==> config.mk <==
export PLATFORM = sky130hd
export DESIGN_NAME = indexed_handle_array
export DESIGN_NICKNAME = d
export VERILOG_FILES = /design/src/rtl/core/iha_pkg.sv /design/src/rtl/core/indexed_handle_array.sv
export SDC_FILE = /design/constraint.sdc
export NUM_CORES = 2
export LEC_CHECK = 0
export BUFFER_PORTS_ARGS = -buffer_cell sky130_fd_sc_hd__buf_2
export CORE_AREA = 2 2 509 713
export CTS_CLUSTER_SIZE = 12
export DETAILED_ROUTE_END_ITERATION = 6
export DIE_AREA = 0 0 511 715
export PLACE_DENSITY = 0.39
export SYNTH_ARGS = -nofsm -noshare
export SYNTH_HDL_FRONTEND = slang
export SYNTH_SLANG_ARGS = --single-unit
==> constraint.sdc <==
create_clock -name clk_i -period 6.35 [get_ports clk_i]
set_input_delay 0.3175 -clock clk_i [delete_from_list [all_inputs] [get_ports clk_i]]
set_output_delay 0.3175 -clock clk_i [all_outputs]
set_load 0.01 [all_outputs]
==> src/rtl/core/iha_pkg.sv <==
`timescale 1ns / 1ps
// ----------------------------------------------------------------------------
// iha_pkg
// shared types and constants for the indexed handle array
// ----------------------------------------------------------------------------
package iha_pkg;

  localparam int DEPTH_DEF       = 64;
  localparam int HANDLE_BITS_DEF = 32;

  // field widths of the stream words
  localparam int OP_W      = 3;
  localparam int IDX_W     = 7;
  localparam int HIN_W     = 32;
  localparam int ST_W      = 3;
  localparam int FILL_W    = 7;
  localparam int S_TDATA_W = 40;
  localparam int M_TDATA_W = 40;

  typedef enum logic [OP_W-1:0] {
    OP_SET    = 3'd0,
    OP_GET    = 3'd1,
    OP_PUSH   = 3'd2,
    OP_POP    = 3'd3,
    OP_REMOVE = 3'd4
  } op_e;

  typedef enum logic [ST_W-1:0] {
    ST_OK        = 3'd0,
    ST_BAD_INDEX = 3'd1,
    ST_NULL      = 3'd2,
    ST_FULL      = 3'd3,
    ST_EMPTY     = 3'd4
  } status_e;

  typedef enum logic [2:0] {
    S_CLEAR,
    S_IDLE,
    S_RFIRST,
    S_SHIFT,
    S_ZERO
  } state_e;

endpackage

==> src/rtl/core/indexed_handle_array.sv <==
`timescale 1ns / 1ps
// ----------------------------------------------------------------------------
// indexed_handle_array
// fixed-capacity array of nonzero handles with fill count, kept in one
// synchronous memory, operated by set / get / push / pop / remove words
// ----------------------------------------------------------------------------
//  channel  | dir | tdata (lsb first)                  | tuser
//  ---------+-----+------------------------------------+-----------
//  s_axis   | in  | index[6:0], handle_in[38:7], pad   | op[2:0]
//  m_axis   | out | handle_out[31:0], fill_count[38:32]| status[2:0]
//
//  ops: set, push, every error and a get past the fill count finish without
//  a memory read; get and pop make one memory read, as does a remove of the last
//  entry; any other remove moves each later entry down one slot, one entry per
//  cycle through the single read port and single write port of the slot memory
//  reset: every slot of the slot memory is swept to zero right after reset,
//  s_axis_tready stays low during the sweep
//  stalls: a finished word waits in the output register; a new word is taken
//  in idle as soon as that register is empty or being drained
// ----------------------------------------------------------------------------
module indexed_handle_array
  import iha_pkg::*;
#(
  parameter int DEPTH       = DEPTH_DEF,
  parameter int HANDLE_BITS = HANDLE_BITS_DEF
) (
  input  logic                 clk_i,
  input  logic                 rst_ni,
  input  logic                 s_axis_tvalid,
  output logic                 s_axis_tready,
  input  logic [S_TDATA_W-1:0] s_axis_tdata,   // index[6:0], handle_in[38:7], zero pad
  input  logic [OP_W-1:0]      s_axis_tuser,   // op[2:0]
  output logic                 m_axis_tvalid,
  input  logic                 m_axis_tready,
  output logic [M_TDATA_W-1:0] m_axis_tdata,   // handle_out[31:0], fill_count[38:32], pad
  output logic [ST_W-1:0]      m_axis_tuser    // status[2:0]
);

  localparam int AW = $clog2(DEPTH);
  localparam int CW = $clog2(DEPTH + 1);
  // signed width that holds index, fill count and their sum
  localparam int RW = ((CW > IDX_W) ? CW : IDX_W) + 2;
  localparam logic signed [RW-1:0] DEPTH_S = RW'(DEPTH);
  localparam logic [AW-1:0] LAST_ADDR = AW'(DEPTH - 1);

  // slot memory, one write and one registered read per cycle
  logic [HANDLE_BITS-1:0] mem [DEPTH];
  logic                   mem_we;
  logic [AW-1:0]          mem_wa;
  logic [HANDLE_BITS-1:0] mem_wd;
  logic                   mem_re;
  logic [AW-1:0]          mem_ra;
  logic [HANDLE_BITS-1:0] rd_q;

  always_ff @(posedge clk_i) begin
    if (mem_we) begin
      mem[mem_wa] <= mem_wd;
    end
    if (mem_re) begin
      rd_q <= mem[mem_ra];
    end
  end

  // control and payload registers
  state_e                 state_q, state_d;
  op_e                    op_q, op_d;
  logic [AW-1:0]          cur_q, cur_d;
  logic [AW-1:0]          clr_q, clr_d;
  logic [CW-1:0]          count_q, count_d;
  logic [HANDLE_BITS-1:0] hold_q, hold_d;
  logic                   out_valid_q, out_valid_d;
  status_e                out_status_q, out_status_d;
  logic [HIN_W-1:0]       out_hout_q, out_hout_d;
  logic [FILL_W-1:0]      out_fill_q, out_fill_d;

  // input word unpacked
  logic                        acc;
  op_e                         op_in;
  logic signed [IDX_W-1:0]     idx_in;
  logic [HANDLE_BITS+HIN_W-1:0] h_wide;
  logic [HANDLE_BITS-1:0]      h_in;
  logic                        h_null;

  assign acc    = s_axis_tvalid && s_axis_tready;
  assign op_in  = op_e'(s_axis_tuser);
  assign idx_in = s_axis_tdata[IDX_W-1:0];
  assign h_wide = {{HANDLE_BITS{1'b0}}, s_axis_tdata[IDX_W+HIN_W-1:IDX_W]};
  assign h_in   = h_wide[HANDLE_BITS-1:0];
  assign h_null = (h_in == '0);

  // index resolution against the fill count
  logic signed [RW-1:0] n_s, idx_s, ridx_s;
  logic                 low_bad, in_n, in_depth;
  logic [AW-1:0]        ridx_a;
  logic [CW-1:0]        cnt_m1;

  assign n_s      = signed'({{(RW-CW){1'b0}}, count_q});
  assign idx_s    = signed'({{(RW-IDX_W){idx_in[IDX_W-1]}}, idx_in});
  assign low_bad  = idx_s < -n_s;
  assign ridx_s   = idx_s[RW-1] ? (n_s + idx_s) : idx_s;
  assign in_n     = ridx_s < n_s;
  assign in_depth = ridx_s < DEPTH_S;
  assign ridx_a   = ridx_s[AW-1:0];
  assign cnt_m1   = count_q - CW'(1);

  // decode of the word at the input
  status_e       dec_status;
  logic          dec_wr;
  logic          dec_rd;
  logic [AW-1:0] dec_addr;
  logic [CW-1:0] dec_cnt;

  always_comb begin
    dec_status = ST_OK;
    dec_wr     = 1'b0;
    dec_rd     = 1'b0;
    dec_addr   = ridx_a;
    dec_cnt    = count_q;
    case (op_in)
      OP_SET: begin
        if (low_bad) begin
          dec_status = ST_BAD_INDEX;
        end else if (h_null) begin
          dec_status = ST_NULL;
        end else if (!in_depth) begin
          dec_status = ST_BAD_INDEX;
        end else begin
          dec_wr = 1'b1;
          // gap slots past the fill count are already zero
          if (!in_n) begin
            dec_cnt = CW'(ridx_a) + CW'(1);
          end
        end
      end
      OP_GET: begin
        if (low_bad) begin
          dec_status = ST_BAD_INDEX;
        end else if (in_n) begin
          dec_rd = 1'b1;
        end
      end
      OP_PUSH: begin
        dec_addr = count_q[AW-1:0];
        if (h_null) begin
          dec_status = ST_NULL;
        end else if (count_q == CW'(DEPTH)) begin
          dec_status = ST_FULL;
        end else begin
          dec_wr  = 1'b1;
          dec_cnt = count_q + CW'(1);
        end
      end
      OP_POP: begin
        dec_addr = cnt_m1[AW-1:0];
        if (count_q == '0) begin
          dec_status = ST_EMPTY;
        end else begin
          dec_rd = 1'b1;
        end
      end
      OP_REMOVE: begin
        if (low_bad || !in_n) begin
          dec_status = ST_BAD_INDEX;
        end else begin
          dec_rd = 1'b1;
        end
      end
      default: begin
        dec_status = ST_OK;
      end
    endcase
  end

  // remove walk helpers
  logic [CW-1:0] cur_p1;
  logic [CW:0]   cur_p2;
  logic          more_first;
  logic          more_shift;

  assign cur_p1     = CW'(cur_q) + CW'(1);
  assign cur_p2     = (CW+1)'(cur_q) + (CW+1)'(2);
  assign more_first = (op_q == OP_REMOVE) && (cur_p1 < count_q);
  assign more_shift = cur_p2 < (CW+1)'(count_q);

  assign s_axis_tready = (state_q == S_IDLE) && (!out_valid_q || m_axis_tready);

  // next state
  always_comb begin
    state_d = state_q;
    case (state_q)
      S_CLEAR: begin
        if (clr_q == LAST_ADDR) begin
          state_d = S_IDLE;
        end
      end
      S_IDLE: begin
        if (acc && dec_rd) begin
          state_d = S_RFIRST;
        end
      end
      S_RFIRST: begin
        state_d = more_first ? S_SHIFT : S_IDLE;
      end
      S_SHIFT: begin
        if (!more_shift) begin
          state_d = S_ZERO;
        end
      end
      S_ZERO: begin
        state_d = S_IDLE;
      end
      default: begin
        state_d = S_IDLE;
      end
    endcase
  end

  // datapath and result
  logic                   out_load;
  status_e                res_status;
  logic [HANDLE_BITS-1:0] res_h;
  logic [CW-1:0]          res_cnt;
  logic [HANDLE_BITS+HIN_W-1:0] res_h_wide;
  logic [CW+FILL_W-1:0]   res_cnt_wide;

  always_comb begin
    mem_we     = 1'b0;
    mem_wa     = cur_q;
    mem_wd     = '0;
    mem_re     = 1'b0;
    mem_ra     = cur_q;
    op_d       = op_q;
    cur_d      = cur_q;
    clr_d      = clr_q;
    count_d    = count_q;
    hold_d     = hold_q;
    out_load   = 1'b0;
    res_status = ST_OK;
    res_h      = '0;
    res_cnt    = count_q;
    case (state_q)
      S_CLEAR: begin
        mem_we = 1'b1;
        mem_wa = clr_q;
        clr_d  = clr_q + AW'(1);
      end
      S_IDLE: begin
        if (acc) begin
          op_d  = op_in;
          cur_d = dec_addr;
          if (dec_wr) begin
            mem_we  = 1'b1;
            mem_wa  = dec_addr;
            mem_wd  = h_in;
            count_d = dec_cnt;
          end
          if (dec_rd) begin
            mem_re = 1'b1;
            mem_ra = dec_addr;
          end else begin
            out_load   = 1'b1;
            res_status = dec_status;
            res_cnt    = dec_cnt;
          end
        end
      end
      S_RFIRST: begin
        hold_d = rd_q;
        if (more_first) begin
          mem_re = 1'b1;
          mem_ra = cur_p1[AW-1:0];
        end else begin
          out_load = 1'b1;
          res_h    = rd_q;
          // pop, or remove of the last entry: clear the vacated slot
          if (op_q != OP_GET) begin
            mem_we  = 1'b1;
            mem_wa  = cnt_m1[AW-1:0];
            count_d = cnt_m1;
            res_cnt = cnt_m1;
          end
        end
      end
      S_SHIFT: begin
        mem_we = 1'b1;
        mem_wa = cur_q;
        mem_wd = rd_q;
        if (more_shift) begin
          mem_re = 1'b1;
          mem_ra = cur_p2[AW-1:0];
          cur_d  = cur_p1[AW-1:0];
        end
      end
      S_ZERO: begin
        mem_we   = 1'b1;
        mem_wa   = cnt_m1[AW-1:0];
        count_d  = cnt_m1;
        out_load = 1'b1;
        res_h    = hold_q;
        res_cnt  = cnt_m1;
      end
      default: begin
        mem_we = 1'b0;
      end
    endcase
  end

  assign res_h_wide   = {{HIN_W{1'b0}}, res_h};
  assign res_cnt_wide = {{FILL_W{1'b0}}, res_cnt};

  // output register, loaded only when empty or drained (see tready)
  always_comb begin
    out_valid_d  = out_valid_q && !m_axis_tready;
    out_status_d = out_status_q;
    out_hout_d   = out_hout_q;
    out_fill_d   = out_fill_q;
    if (out_load) begin
      out_valid_d  = 1'b1;
      out_status_d = res_status;
      out_hout_d   = res_h_wide[HIN_W-1:0];
      out_fill_d   = res_cnt_wide[FILL_W-1:0];
    end
  end

  always_ff @(posedge clk_i or negedge rst_ni) begin
    if (!rst_ni) begin
      state_q     <= S_CLEAR;
      clr_q       <= '0;
      count_q     <= '0;
      out_valid_q <= 1'b0;
    end else begin
      state_q     <= state_d;
      clr_q       <= clr_d;
      count_q     <= count_d;
      out_valid_q <= out_valid_d;
    end
  end

  always_ff @(posedge clk_i) begin
    op_q         <= op_d;
    cur_q        <= cur_d;
    hold_q       <= hold_d;
    out_status_q <= out_status_d;
    out_hout_q   <= out_hout_d;
    out_fill_q   <= out_fill_d;
  end

  assign m_axis_tvalid = out_valid_q;
  assign m_axis_tuser  = out_status_q;
  assign m_axis_tdata  = {{(M_TDATA_W-HIN_W-FILL_W){1'b0}}, out_fill_q, out_hout_q};

endmodule

## Word level (Yosys, flattened, before mapping)

Memory sizes are Yosys's and may differ from the RTL's. A register that Yosys moved wholly into a read port is not among the register bits.
Cells that the tools add are included.

| cells by class | value |
|---|---|
| add/sub/neg operators | 8 |
| $lt $le $gt $ge | 5 |
| equality and inequality tests | 18 |
| mux-type cells | 77 |
| bitwise logic cells | 2 |
| reductions and logical operators | 22 |

Operators by type and width:

| kind | count |
|---|---|
| $pmux 32 s2 | 2 |
| $mux 32 | 3 |
| $mux 7 | 12 |
| $mux 6 | 10 |
| $pmux 7 s3 | 2 |
| $logic_not 32->1 | 1 |
| $mux 1 | 26 |
| $pmux 6 s2 | 2 |
| $pmux 6 s4 | 1 |
| $pmux 6 s3 | 1 |
| $pmux 3 s5 | 1 |
| $add 6x1->7 const B | 2 |
| $lt 7x7->1 | 2 |
| $pmux 7 s2 | 1 |
| $eq 3x2->1 const B | 4 |
| $mux 3 | 4 |
| $pmux 1 s3 | 4 |
| $pmux 3 s4 | 1 |
| $mux 2 | 5 |
| $ne 2x2->1 const B | 5 |
| $add 8x7->9 | 1 |
| $eq 3x3->1 const B | 3 |
| $lt 7x9->1 | 1 |
| $lt 9x8->1 | 1 |
| other kinds (24) | 37 |

| storage, ports and cells | value |
|---|---|
| flip-flop bits (word level) | 100 |
| RAM bits | 2048 |
| input bits | 47 |
| output and inout port bits | 45 |
| word-level logic and storage cells | 143 |
| memories kept | 1 |

Memories:

| name | depth | bits a word | read ports | clocked after memory_dff | write ports | line | source |
|---|---|---|---|---|---|---|---|
| mem | 64 | 32 | 1 | 1 | 1 | indexed_handle_array.sv:47 | `logic [HANDLE_BITS-1:0] mem [DEPTH];` |

## Longest topological paths before layout

| depth | value |
|---|---|
| depth after elaboration | 12 |
| depth in mapped cells | 24 |
| mapped depth without buffers | 18 |

## Least setup slack after synthesis

OpenSTA, ideal clock, no wires.

| path | value |
|---|---|
| path kind | register to register |
| start point | register count_q[0] |
| end point | memory mem[0][0] in the netlist's numbering, enable pin |
| library setup time | 0.421 ns |
| arrival time | 5.733 ns |
| required time | 5.929 ns |
| slack | 0.196 ns |
| stages on the path, launching flop included | 19 |
| buffers on the path | 2 |
| clock period less this slack | 6.154 ns |
| cells stage by stage | dfrtp_1 -> buf_2 -> inv_1 -> ha_1 -> or3b_1 -> nor3_2 -> xnor2_1 -> ha_1 -> a22o_1 -> o41ai_1 -> and2_1 -> o31ai_1 -> and3b_1 -> clkbuf_1 -> mux2i_1 -> o21a_1 -> a21boi_0 -> nand2_1 -> nor2_1 |

| on the way | value |
|---|---|
| cells in the longest elaborated chain, start to end | 12 |
| elaborated cells between the ends (all ways) | 27 |
| those cells by class | add/sub: 3; order compare: 3; eq/ne: 1; mux: 19; reduce/logical: 1 |

Ends and longest elaborated chain:

| element | line | source |
|---|---|---|
| start: declaration | indexed_handle_array.sv:69 | `logic [CW-1:0] count_q, count_d;` |
| start signal: assignment | indexed_handle_array.sv:334 | `count_q <= count_d;` |
| $add 8x7->9 | indexed_handle_array.sv:100 | `assign ridx_s = idx_s[RW-1] ? (n_s + idx_s) : idx_s;` |
| $mux 9 | indexed_handle_array.sv:100 |  |
| $lt 9x8->1 | indexed_handle_array.sv:102 | `assign in_depth = ridx_s < DEPTH_S;` |
| $mux 1 | indexed_handle_array.sv:125 | `end else if (!in_depth) begin` |
| $mux 1 | indexed_handle_array.sv:123 | `end else if (h_null) begin` |
| $mux 1 | indexed_handle_array.sv:121 | `if (low_bad) begin` |
| $pmux 1 s2 | indexed_handle_array.sv:119 | `case (op_in)` |
| $mux 1 | indexed_handle_array.sv:251 | `if (dec_wr) begin` |
| $mux 1 | indexed_handle_array.sv:248 | `if (acc) begin` |
| $pmux 1 s3 | indexed_handle_array.sv:241 | `case (state_q)` |
| $mux 1 | indexed_handle_array.sv:56 | `if (mem_we) begin` |
| $mux 1 (implied by the code) | indexed_handle_array.sv:57 | `mem[mem_wa] <= mem_wd;` |
| end: declaration | indexed_handle_array.sv:47 |  |

Several ways; a longest one is shown, not always the timed one.

## Worst setup path after layout

| path | value |
|---|---|
| start point | register count_q[0] |
| end point | register rd_q[20] (read register of mem), data pin |

| on the way | value |
|---|---|
| cells in the longest elaborated chain, start to end | 10 |
| elaborated cells between the ends (all ways) | 28 |
| those cells by class | add/sub: 3; order compare: 4; mux: 17; reduce/logical: 4 |

Ends and longest elaborated chain:

| element | line | source |
|---|---|---|
| $add 8x7->9 | indexed_handle_array.sv:100 |  |
| $mux 9 | indexed_handle_array.sv:100 |  |
| $lt 9x8->1 | indexed_handle_array.sv:101 | `assign in_n = ridx_s < n_s;` |
| $logic_not 1->1 | indexed_handle_array.sv:162 | `if (low_bad \|\| !in_n) begin` |
| $logic_or 1x1->1 | indexed_handle_array.sv:162 |  |
| $mux 1 | indexed_handle_array.sv:162 |  |
| $pmux 1 s3 | indexed_handle_array.sv:119 |  |
| $mux 6 or $mux 1 (tied branches) | indexed_handle_array.sv:257 | `if (dec_rd) begin` |
| $mux 6 or $mux 1 (tied branches) | indexed_handle_array.sv:248 |  |
| $pmux 6 s3 or $pmux 1 s3 (tied branches) | indexed_handle_array.sv:241 |  |
| end: declaration | indexed_handle_array.sv:53 | `logic [HANDLE_BITS-1:0] rd_q;` |

Several ways; a longest one is shown, not always the timed one.
A chain may end at the register's enable or synchronous reset.

==> impl_metrics.csv <==
group,metric,value,unit
run_status,outcome,"complete, no violations",
routing,ant_nets,0,
timing,clock.fmax,162,MHz
worst_setup_path,timing_worst_setup_path_type,"reg -> reg",
timing,finalCriticalPeriod,6190,ps
power,combPwrFrac,0.6,%
routing,drc_errors,0,
finish,layout_common_cells,"edfxtp_1 (2,163), nand2_1 (1,110), mux2i_1 (605)",
yosys,synth_edf_count,2163,
clocking,clockBufferDepth,4,
power,p_sw,5.66,mW
timing,setup-violations-final,0,
yosys,ys_seq_elements,2180,
clocking,root_buffer,"clkbuf_16",
worst_setup_path,rrSetupSlack,160,ps
clocking,cts_tree,"done",
hold_path,min_to,"mem[48][14]$_DFFE_PP_",
finish,final_cells,11400,
yosys,synth_top_family_by_area,"simple AND/OR/NAND/NOR gates",
placement,place_ws,-88.1,ps
timing,hold_slack,79.8,ps
yosys,async_flop_share,0.780,%
clocking,worstSkewPairLatency,920,ps
placement,gp_congestion,0.870,
clocking,clkTransAtPathRegs,70,ps
yosys,synth-compound-area-share,7.41,%
placement,dpl_cell_area,102000,µm²
worst_setup_path,cp-start-kind,"register",
power,power_leakage,34.4,nW
finish,nets,6632,
global_route,grt_overflow,0,
yosys,syn-num-nets,6038,
power,powerDensity,257,nW/µm²
hold_path,hp-start,"s_axis_tdata[21]",
power,p_seq_share,56.0,%
timing,fin_crit_sh,97.4,%
yosys,synth_mux_area_share,7.87,%
timing,rsz0062_at_grt,"false",
global_route,gr-usage-all-layers,18.3,%
timing,fin_skew,79.0,ps
yosys,ys.flop_type,"edfxtp_1",
worst_setup_path,cp_data_required_time,7000,ps
routing,drt-total-wl,342000,µm
routing,first_iter_violations,4827,
die,dieArea,365000,µm²
timing,finalHoldViolations,0,
placement,port_buffers,89,
clocking,cts_sinks,2180,
routing,viasPerCell,4.87,
worst_setup_path,cp_max_fo,69,
finish,final_area,108000,µm²
worst_setup_path,reg2reg_to,"rd_q[20]$_DFFE_PP_",
routing,drtPass1Iterations,5,
finish,layout_commonest_cell,"edfxtp_1",
yosys,synth-simple-area-share,8.48,%
worst_setup_path,reg2reg_depth,21,
clocking,ctsHtreeMaxLevel,4,
finish,nFillCells,35800,
power,vdd_drop_max,0.229,mV
yosys,synth_cells,5950,
finish,drive_gt1_share,18.3,%
global_route,antenna_found_initial,21,
yosys,ys_seq_area_share,73.0,%
worst_setup_path,end_kind,"register",
yosys,synth_xor_area_share,0.284,%
global_route,grt_pass1_wl,470000,µm
worst_setup_path,reg2reg_from,"count_q[0]$_DFFE_PN0P_",
die,boundaryPins,92,
power,p_sw_share,20.4,%
finish,multi_input_area,22800,µm²
hold_path,hp-class,"in -> reg",
global_route,grt_max_degree,70,
routing,vias,55600,
yosys,synth_fa_ha_area_share,0.582,%
die,die_x,511,µm
finish,area_delta_synth_final,20.6,%
yosys,synth_area,89500,µm²
global_route,grt_pass1_vias,55700,
yosys,syn_avg_cell_area,15.0,µm²
worst_setup_path,worstPathArrival,6830,ps
die,die-height,715,µm
clocking,cts-buffers-inserted,222,
die,rows,261,
yosys,yosys_warnings,0,
power,p_int,22.1,mW
die,core,360000,µm²
power,power.clock.fraction,43.4,%
placement,dpl.hpwl,222000,µm
timing,layout_setup_ws,162,ps
timing,relSlewSlack,19.4,%
timing,worst_pin_slew,1210,ps
finish,seq_area,65400,µm²
timing,final_max_slew_viol_count,0,
routing,wl_per_cell,30.0,µm
job,drv_cap,0,
yosys,synth_cell_type_count,95,
hold_path,min_path_cells,2,
placement,dpl.cell_count,11000,
die,initial_utilization,24.9,%
[worst max path at each step]
stage,endpoint,depth (start not counted),slack [ps],start
finish,rd_q[20]$_DFFE_PP_,21,160,count_q[0]$_DFFE_PN0P_
global route,mem[58][2]$_DFFE_PP_,19,0.8,count_q[1]$_DFFE_PN0P_
CTS,rd_q[20]$_DFFE_PP_,21,30,count_q[0]$_DFFE_PN0P_
detailed placement,rd_q[20]$_DFFE_PP_,20,-90,count_q[0]$_DFFE_PN0P_
global placement,rd_q[20]$_DFFE_PP_,23,-440,count_q[0]$_DFFE_PN0P_
floorplan,mem[0][0]$_DFFE_PP_,18,200,count_q[0]$_DFFE_PN0P_
[power groups by stage]
stage | Sequential (mW) | Clock [mW] | Combinational, mW
after floorplan | 15.9 | 0 | 0.0707
after global placement | 15.9 | 0 | 0.155
after detailed placement | 15.9 | 0 | 0.155
after CTS | 15.6 | 12.4 | 0.161
after global routing | 15.6 | 12.8 | 0.173
final | 15.6 | 12.0 | 0.162
[cell families after synthesis]
logic type / after synthesis
AND/OR/NAND/NOR: 1756
flip-flops: 2180
adder cells (fa/ha/maj): 41
AO/OA/AOI/OAI: 846
multiplexers: 677
other: 1
XOR/XNOR: 29
buffers and inverters: 420
[layer usage]
metal,track usage (%),routed length (µm),vias to the layer above
met4,5.62,11300,2
met2,34.2,181000,1528
met5,0,13,-
met1,21.8,137000,29400
met3,1.97,13700,435
li1,-,-,24200
[worst max-delay path, stage by stage, from the launching register on]
cell	delay (ps)
dfrtp_1	480
ha_1	270
fa_1	410
a21o_1	220
a21oi_1	190
xnor2_1	80
mux2_2	330
ha_1	320
a211oi_1	250
o21ai_0	160
and3_1	330
or4_4	640
o211ai_1	230
buf_4	250
buf_12	320
a311o_1	250
a21oi_1	80
buf_4	160
nor4_2	480
buf_4	210
o41ai_1	60
buf_4	160
[final cells by class]
| type | instances | share of cell area (%) |
|---|---|---|
| Antenna cell | 5 | 0.0116 |
| Tap cell | 4734 | 5.49 |
| Timing Repair Buffer | 754 | 6.96 |
| Sequential cell | 2180 | 60.6 |
| Inverter | 36 | 0.125 |
| Clock buffer | 292 | 5.46 |
| Multi-Input combinational cell | 3350 | 21.1 |
| Clock inverter | 53 | 0.305 |
[cell usage after synthesis, drive strengths merged, types with 14 or more instances]
cell / n / share of area (%)
o211ai: 39 / 0.33
a221oi: 22 / 0.22
nor2: 135 / 0.59
a21o: 15 / 0.13
ha: 40 / 0.56
xnor2: 21 / 0.21
edfxtp: 2163 / 73
nand3: 274 / 1.5
clkbuf: 103 / 0.43
a311o: 35 / 0.39
mux2: 56 / 0.70
o2111a: 40 / 0.50
buf: 281 / 1.7
dfrtp: 17 / 0.48
o22a: 14 / 0.14
o21ai: 73 / 0.41
a22o: 67 / 0.66
a211oi: 51 / 0.44
a21oi: 114 / 0.64
mux4: 16 / 0.40
nand2: 1111 / 4.7
a311oi: 72 / 0.71
nor4: 16 / 0.11
a32oi: 62 / 0.61
o2111ai: 31 / 0.31
inv: 36 / 0.15
a31oi: 69 / 0.50
nand4: 38 / 0.27
mux2i: 605 / 6.8
and3: 92 / 0.64
nor3: 27 / 0.16
a32o: 22 / 0.25
[state kept, by name (all words and copies together) (netlist names), 3 cells and up]
signal	flops
hold_q	32
count_q	7
out_fill_q	7
m_axis_tuser	3
cur_q	6
clr_q	6
op_q	3
mem	2048
out_hout_q	32
rd_q	32
state_q	3
[what timing repair did]
action                     CTS  global route
resized for setup            3             6
setup buffers                0             6
hold buffers                 9             0
hold endpoints to repair    45             0
pin swaps                    0             2
setup endpoints to repair    2             8
[through the flow]
stage / util [%] / setup TNS, ps / total power [mW]
2_1_floorplan: - / 0 / 15.9
3_3_place_gp: 28.2 / -825 / 16.0
3_5_place_dp: 28.2 / -88.1 / 16.0
4_1_cts: 30.0 / 0 / 28.1
5_1_grt: 30.0 / 0 / 28.5
6_report: 30.0 / 0 / 27.8
Power figures use the tool's default switching activity.
